`src/rtl/sms_pkg.sv`:
```
// shared constants and codes for the sorted matrix staircase search
`default_nettype none
package sms_pkg;

   localparam int MAX_ROWS = 8;
   localparam int MAX_COLS = 8;
   localparam int DEPTH    = MAX_ROWS * MAX_COLS;

   localparam int DATA_W = 32;
   localparam int ROW_W  = 3;
   localparam int COL_W  = 3;
   localparam int SIZE_W = 4;
   localparam int ADDR_W = $clog2(DEPTH);
   localparam int RCNT_W = $clog2(MAX_ROWS + 1);
   localparam int CCNT_W = $clog2(MAX_COLS + 1);
   localparam int CSR_IDX_W = 2;

   typedef enum logic {
      KIND_WRITE  = 1'b0,
      KIND_SEARCH = 1'b1
   } kind_type;

   typedef enum logic [CSR_IDX_W-1:0] {
      CSR_ROWS_IN_USE = 2'd0,
      CSR_COLS_IN_USE = 2'd1
   } csr_index_type;

endpackage
`default_nettype wire

```
`src/rtl/sorted_matrix_staircase_search.sv`:
```
// sorted matrix staircase search: entry store, walk sequencer and result register
//
// Holds an 8 by 8 matrix of signed 32-bit entries, rows ascending left to right
// and columns ascending top to bottom. The req channel carries items: kind 0
// writes value at (row, col), kind 1 searches for value as a key. A write gives
// no result; a search gives one item on the rsp channel (found, found_row,
// found_col, coordinates zero when not found).
// The csr channel sets rows_in_use (index 0) and cols_in_use (index 1); it is
// always ready and is to be written only while no search is in flight.
// A search is accepted, then the walk visits entries (at most rows_in_use +
// cols_in_use - 1, so 15 at 8 by 8), then the result register is loaded once
// it is free. The walk does one compare per cycle against the registered read
// port of the store, the next address being chosen from that compare.
// req_stall is high while a search runs. A finished result waits in the rsp
// register while rsp_stall is high; the next item is accepted meanwhile, and a
// second search holds its result until the register is free.
// Reset sets both sizes to 8 and empties the result register; entries are
// undefined until written.
`default_nettype none
module sorted_matrix_staircase_search (
   input  wire logic                          clock,
   input  wire logic                          reset,
   input  wire logic                          req_valid,
   output logic                               req_stall,
   input  wire logic                          req_kind,
   input  wire logic [sms_pkg::ROW_W-1:0]     req_row,
   input  wire logic [sms_pkg::COL_W-1:0]     req_col,
   input  wire logic signed [sms_pkg::DATA_W-1:0] req_value,
   output logic                               rsp_valid,
   input  wire logic                          rsp_stall,
   output logic                               rsp_found,
   output logic [sms_pkg::ROW_W-1:0]          rsp_found_row,
   output logic [sms_pkg::COL_W-1:0]          rsp_found_col,
   input  wire logic                          csr_valid,
   output logic                               csr_ready,
   input  wire logic [sms_pkg::CSR_IDX_W-1:0] csr_index,
   input  wire logic [sms_pkg::SIZE_W-1:0]    csr_data
);
   import sms_pkg::*;

   typedef enum logic [1:0] {
      ST_IDLE,
      ST_WALK,
      ST_HOLD
   } state_type;

   state_type          state_ff, state_in;
   logic [RCNT_W-1:0]  x_ff, x_in;
   logic [CCNT_W-1:0]  y_ff, y_in;
   logic [DATA_W-1:0]  key_ff, key_in;
   logic               hit_ff, hit_in;
   logic [SIZE_W-1:0]  rows_ff, rows_in;
   logic [SIZE_W-1:0]  cols_ff, cols_in;
   logic               rsp_valid_ff, rsp_valid_in;
   logic               rsp_found_ff, rsp_found_in;
   logic [ROW_W-1:0]   rsp_row_ff, rsp_row_in;
   logic [COL_W-1:0]   rsp_col_ff, rsp_col_in;

   logic [RCNT_W-1:0]  nrows;
   logic [CCNT_W-1:0]  ncols;
   logic               out_free;
   logic               wr_en;
   logic [ADDR_W-1:0]  wr_addr;
   logic [ADDR_W-1:0]  rd_addr;
   logic [DATA_W-1:0]  rd_data;
   logic [CCNT_W-1:0]  rd_col;

   // saturate the size registers to the store
   assign nrows = (32'(rows_ff) > MAX_ROWS) ? RCNT_W'(MAX_ROWS) : RCNT_W'(rows_ff);
   assign ncols = (32'(cols_ff) > MAX_COLS) ? CCNT_W'(MAX_COLS) : CCNT_W'(cols_ff);

   assign out_free  = !rsp_valid_ff || !rsp_stall;
   assign req_stall = (state_ff != ST_IDLE);
   assign csr_ready = 1'b1;

   assign wr_addr = ADDR_W'(req_row) * ADDR_W'(MAX_COLS) + ADDR_W'(req_col);
   // y counts one past the current column
   assign rd_col  = y_in - CCNT_W'(1);
   assign rd_addr = ADDR_W'(x_in) * ADDR_W'(MAX_COLS) + ADDR_W'(rd_col);

   always_comb begin
      state_in     = state_ff;
      x_in         = x_ff;
      y_in         = y_ff;
      key_in       = key_ff;
      hit_in       = hit_ff;
      rows_in      = rows_ff;
      cols_in      = cols_ff;
      rsp_valid_in = rsp_valid_ff;
      rsp_found_in = rsp_found_ff;
      rsp_row_in   = rsp_row_ff;
      rsp_col_in   = rsp_col_ff;
      wr_en        = 1'b0;

      if (csr_valid && csr_ready) begin
         case (csr_index)
            CSR_ROWS_IN_USE: rows_in = csr_data;
            CSR_COLS_IN_USE: cols_in = csr_data;
            default: ;
         endcase
      end

      if (rsp_valid_ff && !rsp_stall) begin
         rsp_valid_in = 1'b0;
      end

      case (state_ff)
         ST_IDLE: begin
            if (req_valid) begin
               if (req_kind == KIND_WRITE) begin
                  wr_en = (32'(req_row) < MAX_ROWS) && (32'(req_col) < MAX_COLS);
               end else begin
                  key_in = req_value;
                  x_in   = '0;
                  y_in   = ncols;
                  hit_in = 1'b0;
                  if (nrows == '0 || ncols == '0) begin
                     state_in = ST_HOLD;
                  end else begin
                     state_in = ST_WALK;
                  end
               end
            end
         end
         ST_WALK: begin
            if (rd_data == key_ff) begin
               hit_in   = 1'b1;
               state_in = ST_HOLD;
            end else if ($signed(rd_data) > $signed(key_ff)) begin
               y_in = y_ff - CCNT_W'(1);
               if (y_in == '0) begin
                  state_in = ST_HOLD;
               end
            end else begin
               x_in = x_ff + RCNT_W'(1);
               if (x_in == nrows) begin
                  state_in = ST_HOLD;
               end
            end
         end
         ST_HOLD: begin
            if (out_free) begin
               rsp_valid_in = 1'b1;
               rsp_found_in = hit_ff;
               rsp_row_in   = hit_ff ? ROW_W'(x_ff) : '0;
               rsp_col_in   = hit_ff ? COL_W'(y_ff - CCNT_W'(1)) : '0;
               state_in     = ST_IDLE;
            end
         end
         default: state_in = ST_IDLE;
      endcase
   end

   always_ff @(posedge clock) begin
      if (reset) begin
         state_ff     <= ST_IDLE;
         rows_ff      <= SIZE_W'(MAX_ROWS);
         cols_ff      <= SIZE_W'(MAX_COLS);
         rsp_valid_ff <= 1'b0;
      end else begin
         state_ff     <= state_in;
         rows_ff      <= rows_in;
         cols_ff      <= cols_in;
         rsp_valid_ff <= rsp_valid_in;
      end
      x_ff         <= x_in;
      y_ff         <= y_in;
      key_ff       <= key_in;
      hit_ff       <= hit_in;
      rsp_found_ff <= rsp_found_in;
      rsp_row_ff   <= rsp_row_in;
      rsp_col_ff   <= rsp_col_in;
   end

   sms_ram #(
      .WIDTH (DATA_W),
      .DEPTH (DEPTH)
   ) u_store (
      .clock   (clock),
      .wr_en   (wr_en),
      .wr_addr (wr_addr),
      .wr_data (req_value),
      .rd_addr (rd_addr),
      .rd_data (rd_data)
   );

   assign rsp_valid     = rsp_valid_ff;
   assign rsp_found     = rsp_found_ff;
   assign rsp_found_row = rsp_row_ff;
   assign rsp_found_col = rsp_col_ff;

   // the walk never points outside the area in use
   a_walk_in_bounds: assert property (@(posedge clock) disable iff (reset)
      state_ff == ST_WALK |-> (x_ff < nrows) && (y_ff != '0) && (y_ff <= ncols))
      else $error("walk position outside the area in use");

   // a not found result carries zero coordinates
   a_miss_zero: assert property (@(posedge clock) disable iff (reset)
      rsp_valid_ff && !rsp_found_ff |-> (rsp_row_ff == '0) && (rsp_col_ff == '0))
      else $error("not found result with nonzero coordinates");

   // an accepted search item starts a walk or goes straight to the result
   a_search_starts: assert property (@(posedge clock) disable iff (reset)
      req_valid && !req_stall && req_kind == KIND_SEARCH
      |=> state_ff == ST_WALK || state_ff == ST_HOLD)
      else $error("search item accepted without starting");

   // results only come out of the hold state
   a_rsp_from_hold: assert property (@(posedge clock) disable iff (reset)
      $rose(rsp_valid_ff) |-> $past(state_ff) == ST_HOLD)
      else $error("result raised outside the hold state");

endmodule
`default_nettype wire

```
`src/rtl/sms_ram.sv`:
```
// generic single write port ram with registered read
`default_nettype none
module sms_ram #(
   parameter int WIDTH = 32,
   parameter int DEPTH = 64
) (
   input  wire logic                     clock,
   input  wire logic                     wr_en,
   input  wire logic [$clog2(DEPTH)-1:0] wr_addr,
   input  wire logic [WIDTH-1:0]         wr_data,
   input  wire logic [$clog2(DEPTH)-1:0] rd_addr,
   output logic      [WIDTH-1:0]         rd_data
);

   logic [WIDTH-1:0] mem [DEPTH];

   always_ff @(posedge clock) begin
      if (wr_en) begin
         mem[wr_addr] <= wr_data;
      end
      rd_data <= mem[rd_addr];
   end

endmodule
`default_nettype wire
```
`config.mk`:
```
export PLATFORM = sky130hd
export DESIGN_NAME = sorted_matrix_staircase_search
export DESIGN_NICKNAME = d
export VERILOG_FILES = /design/src/rtl/sms_pkg.sv /design/src/rtl/sorted_matrix_staircase_search.sv /design/src/rtl/sms_ram.sv
export SDC_FILE = /design/constraint.sdc
export NUM_CORES = 2
export LEC_CHECK = 0
export BUFFER_PORTS_ARGS = -buffer_cell sky130_fd_sc_hd__buf_2
export CELL_PAD_IN_SITES_DETAIL_PLACEMENT = 1
export CELL_PAD_IN_SITES_GLOBAL_PLACEMENT = 2
export CORE_MARGIN = 1
export CORE_UTILIZATION = 54
export CTS_CLUSTER_SIZE = 14
export DETAILED_ROUTE_END_ITERATION = 7
export PLACE_DENSITY = 0.95
export SLEW_MARGIN = 25
export SYNTH_ARGS = -nofsm -noshare
export SYNTH_HDL_FRONTEND = slang
export SYNTH_SLANG_ARGS = --single-unit
```
`constraint.sdc`:
```
create_clock -name clock -period 17.11 [get_ports clock]
set_input_delay 3.422 -clock clock [delete_from_list [all_inputs] [get_ports clock]]
set_output_delay 3.422 -clock clock [all_outputs]
set_load 0.02 [all_outputs]
```
==> flow_summary.ini <==
[pwr]
leakage_nw = 29.6
power.density_cell_area_mw_per_mm2 = 195
totalPowerFinal_mw = 18.5
maximum_resistive_drop_on_vdd_mv = 0.258

[floorplanning]
die_height_um = 400
initial_util_pct = 54.5
die_area_mm2 = 0.160
floorplan.die.width_um = 400
floorplan.core_area_mm2 = 0.157
floorplan.rows = 145
io_pins = 60

[synthesis]
post_synth.cell_area_avg_um2 = 19.2
synth-async-reset-ratio_pct = 0
netlist_area_mm2 = 0.0855
number_of_flops_mapped_to_enable_cells_by_yosys = 2089
synth_cells = 4452
ys_seq_elements = 2139
synthesis.yosys.warnings = 0
netlist-cell-type-count = 71
seq_area_frac_synth_pct = 74.6
dominantRegCellSynth = sky130_fd_sc_hd__edfxtp_1
total_nets_after_synthesis = 4540

[global_route]
antenna_violations_before_repair = 8
grt_first_pass_wirelength_um = 356000
grt_pass1_vias = 49977
groute.usage.overall_pct = 31.4
overflow = 0
grt_max_degree = 218

[cells_and_area]
most_common_cell_after_layout_fill_and_taps_aside = sky130_fd_sc_hd__edfxtp_1
finish.cell_count_without_fillers = 6762
layout.cells.most_common_list = sky130_fd_sc_hd__edfxtp_1 (2,089), sky130_fd_sc_hd__mux4_2 (445), sky130_fd_sc_hd__mux2i_1 (236)
final.fill_count = 13166
stdcell_area_mm2 = 0.0950
postLayoutCoreUtil_pct = 60.6
drive_gt1_share_pct = 21.2
fin_nets = 4623
syn_to_final_growth_pct = 11.2

[drt]
via_count = 48003
drc = 0
ant_nets = 0
viasPerCell = 7.10
detail_route.iter0.violations = 7154
routed_wl_um = 250000
wl_cell_um = 36.9
drt-pass1-iter-count = 5

[timing]
relSlewSlack_pct = 25.5
setup_viol_count_final = 0
finalCriticalPeriod_ns = 9.80
slew_viol_final = 0
setup_tns_ns = 0
max_slew.worst_pin.slew_ns = 1.11
hold_viol_final = 0
clock-skew-final_ns = 0.0422
whs_ns = 0.555
period_share_pct = 57.3
rsz0062_at_grt = no
max_clock_freq_ghz = 0.102
final_critical_path_setup_slack_ns = 7.31

[worst_hold_path]
min_delay_path_depth = 2
min_delay_worst_endpoint = cols_ff[0]
holdCritStartpoint = cols_ff[0]
hold_class = reg -> reg

[worst_setup_path]
worst-endpoint-arrival_ns = 10.46
reg2regPathDepth = 19
timing.critical_path.cells = buf_2 > a41oi_1 > o22ai_4 > a211oi_1 > a2111o_2 > inv_16 > ha_4 > buf_12 > buf_16 > buf_12 > mux4_2 > mux2i_1 > nor4_1 > nor4_1 > o31ai_1
worst_path_max_delay_cell = sky130_fd_sc_hd__nor4_1
timing.rr.end = u_store.rd_data[4]
critical_path_required_ns = 17.77
setup.reg_to_reg.worst_slack_ns = 8.57
startpoint_type = input pin
crit_fanout = 132
crit_path_max_incr_delay_ns = 0.92
worst_setup_path_end_kind = register
launching_point_of_the_worst_reg2reg_path = u_store.rd_data[31]
crit_type = in -> reg

[cts]
clkTransAtPathRegs_ns = 0.06
clock_sink_count = 2139
cts-root-buf = sky130_fd_sc_hd__clkbuf_16
clk_latency_ns = 0.85
cts-hold-fix-buffers = 0
tritoncts = done
numCtsBuffers = 201
post_cts_buffers = 0
cts-resized-gates = 0
clock_tree.buffer_depth = 3
cts.htree.levels = 4

[placed_design]
dpl_hpwl_um = 129000
place_ws_ns = 6.72
port-buffer-count = 58
place.detailed.instances = 6389
gp_congestion = 0.803
placedInstanceArea_mm2 = 0.0886

[run]
cap_violations = 0

[run_status]
outcome = complete, no violations
## cells by family (layout without fill, tap and decap cells)
| family | after synthesis | count (layout) | synth area share, % |
|---|---|---|---|
| AO/OA/AOI/OAI | 460 | 460 | 3.80 |
| multiplexers | 685 | 685 | 14.5 |
| flip-flops | 2139 | 2139 | 74.6 |
| AND/OR/NAND/NOR | 773 | 773 | 4.60 |
| other | 1 | 5 | 0.00439 |
| buffers and inverters | 347 | 595 | 1.84 |
| adder cells (fa/ha/maj) | 38 | 38 | 0.556 |
| XOR/XNOR | 9 | 9 | 0.0922 |
## worst max-delay path: cells and delay by family
family,cells,cell delay (ns)
AO/OA/AOI/OAI,5,2.20
AND/OR/NAND/NOR,2,0.99
adder cells (fa/ha/maj),1,0.80
buffers and inverters,5,2.08
multiplexers,2,0.63
## cell type report
| class | count | area (µm²) | share of cell area (%) |
|---|---|---|---|
| Antenna cell | 4 | 10.0 | 0.0105 |
| Multi-Input combinational cell | 1966 | 20800 | 21.9 |
| Inverter | 46 | 189 | 0.199 |
| Clock inverter | 98 | 906 | 0.953 |
| Tap cell | 2058 | 2570 | 2.71 |
| Clock buffer | 270 | 5400 | 5.68 |
| Timing Repair Buffer | 181 | 1390 | 1.47 |
| Sequential cell | 2139 | 63700 | 67.1 |
## report_power, final
part	switching, mW	total [mW]	internal (mW)
Clock	1.98	4.40	2.41
Combinational	5.00	8.19	3.19
Sequential	0.0637	5.90	5.84
Total	7.05	18.5	11.4
## per-layer routing
metal | routed length, µm | vias up | part of all wire (%) | track usage, %
met2 | 123000 | 3690 | 49 | 51.7
met1 | 87600 | 24957 | 35 | 41.1
met4 | 12000 | 2 | 4.8 | 14.1
met3 | 26800 | 712 | 11 | 5.95
met5 | 13 | - | 0.0052 | 0
li1 | - | 18642 | - | -
## registers in the layout (all words and copies together) (netlist names)
| signal | count |
|---|---|
| key_ff | 32 |
| rsp_found_col | 3 |
| x_ff | 4 |
| rows_ff | 4 |
| rsp_found_row | 3 |
| y_ff | 4 |
| rsp_valid | 1 |
| state_ff | 2 |
| u_store.rd_data | 32 |
| u_store.mem | 2048 |
| cols_ff | 4 |
| rsp_found | 1 |
| hit_ff | 1 |
## how the worst max path moves through the flow
stage | end | slack [ns] | from | cells after the start
floorplan | u_store.rd_data[10] | 8.98 | req_valid | 21
global placement | u_store.rd_data[3] | 6.87 | req_valid | 16
detailed placement | u_store.rd_data[3] | 6.72 | req_kind | 15
CTS | u_store.rd_data[3] | 7.53 | req_valid | 15
global route | u_store.rd_data[4] | 7.19 | req_kind | 15
finish | u_store.rd_data[4] | 7.31 | req_valid | 15
## cell usage after synthesis (51+ instances only)
master,count,area (µm²)
sky130_fd_sc_hd__nand2_1,61,229
sky130_fd_sc_hd__o31ai_1,67,503
sky130_fd_sc_hd__clkbuf_1,217,815
sky130_fd_sc_hd__nor4_1,99,619
sky130_fd_sc_hd__o21ai_0,73,365
sky130_fd_sc_hd__nor2b_1,69,432
sky130_fd_sc_hd__mux4_2,445,10000
sky130_fd_sc_hd__mux2i_1,236,2360
sky130_fd_sc_hd__a21oi_1,51,255
sky130_fd_sc_hd__nor3_1,202,1010
sky130_fd_sc_hd__a2111oi_0,61,534
sky130_fd_sc_hd__edfxtp_1,2089,62700
sky130_fd_sc_hd__nor2_1,214,803
Power figures use the tool's default switching activity.
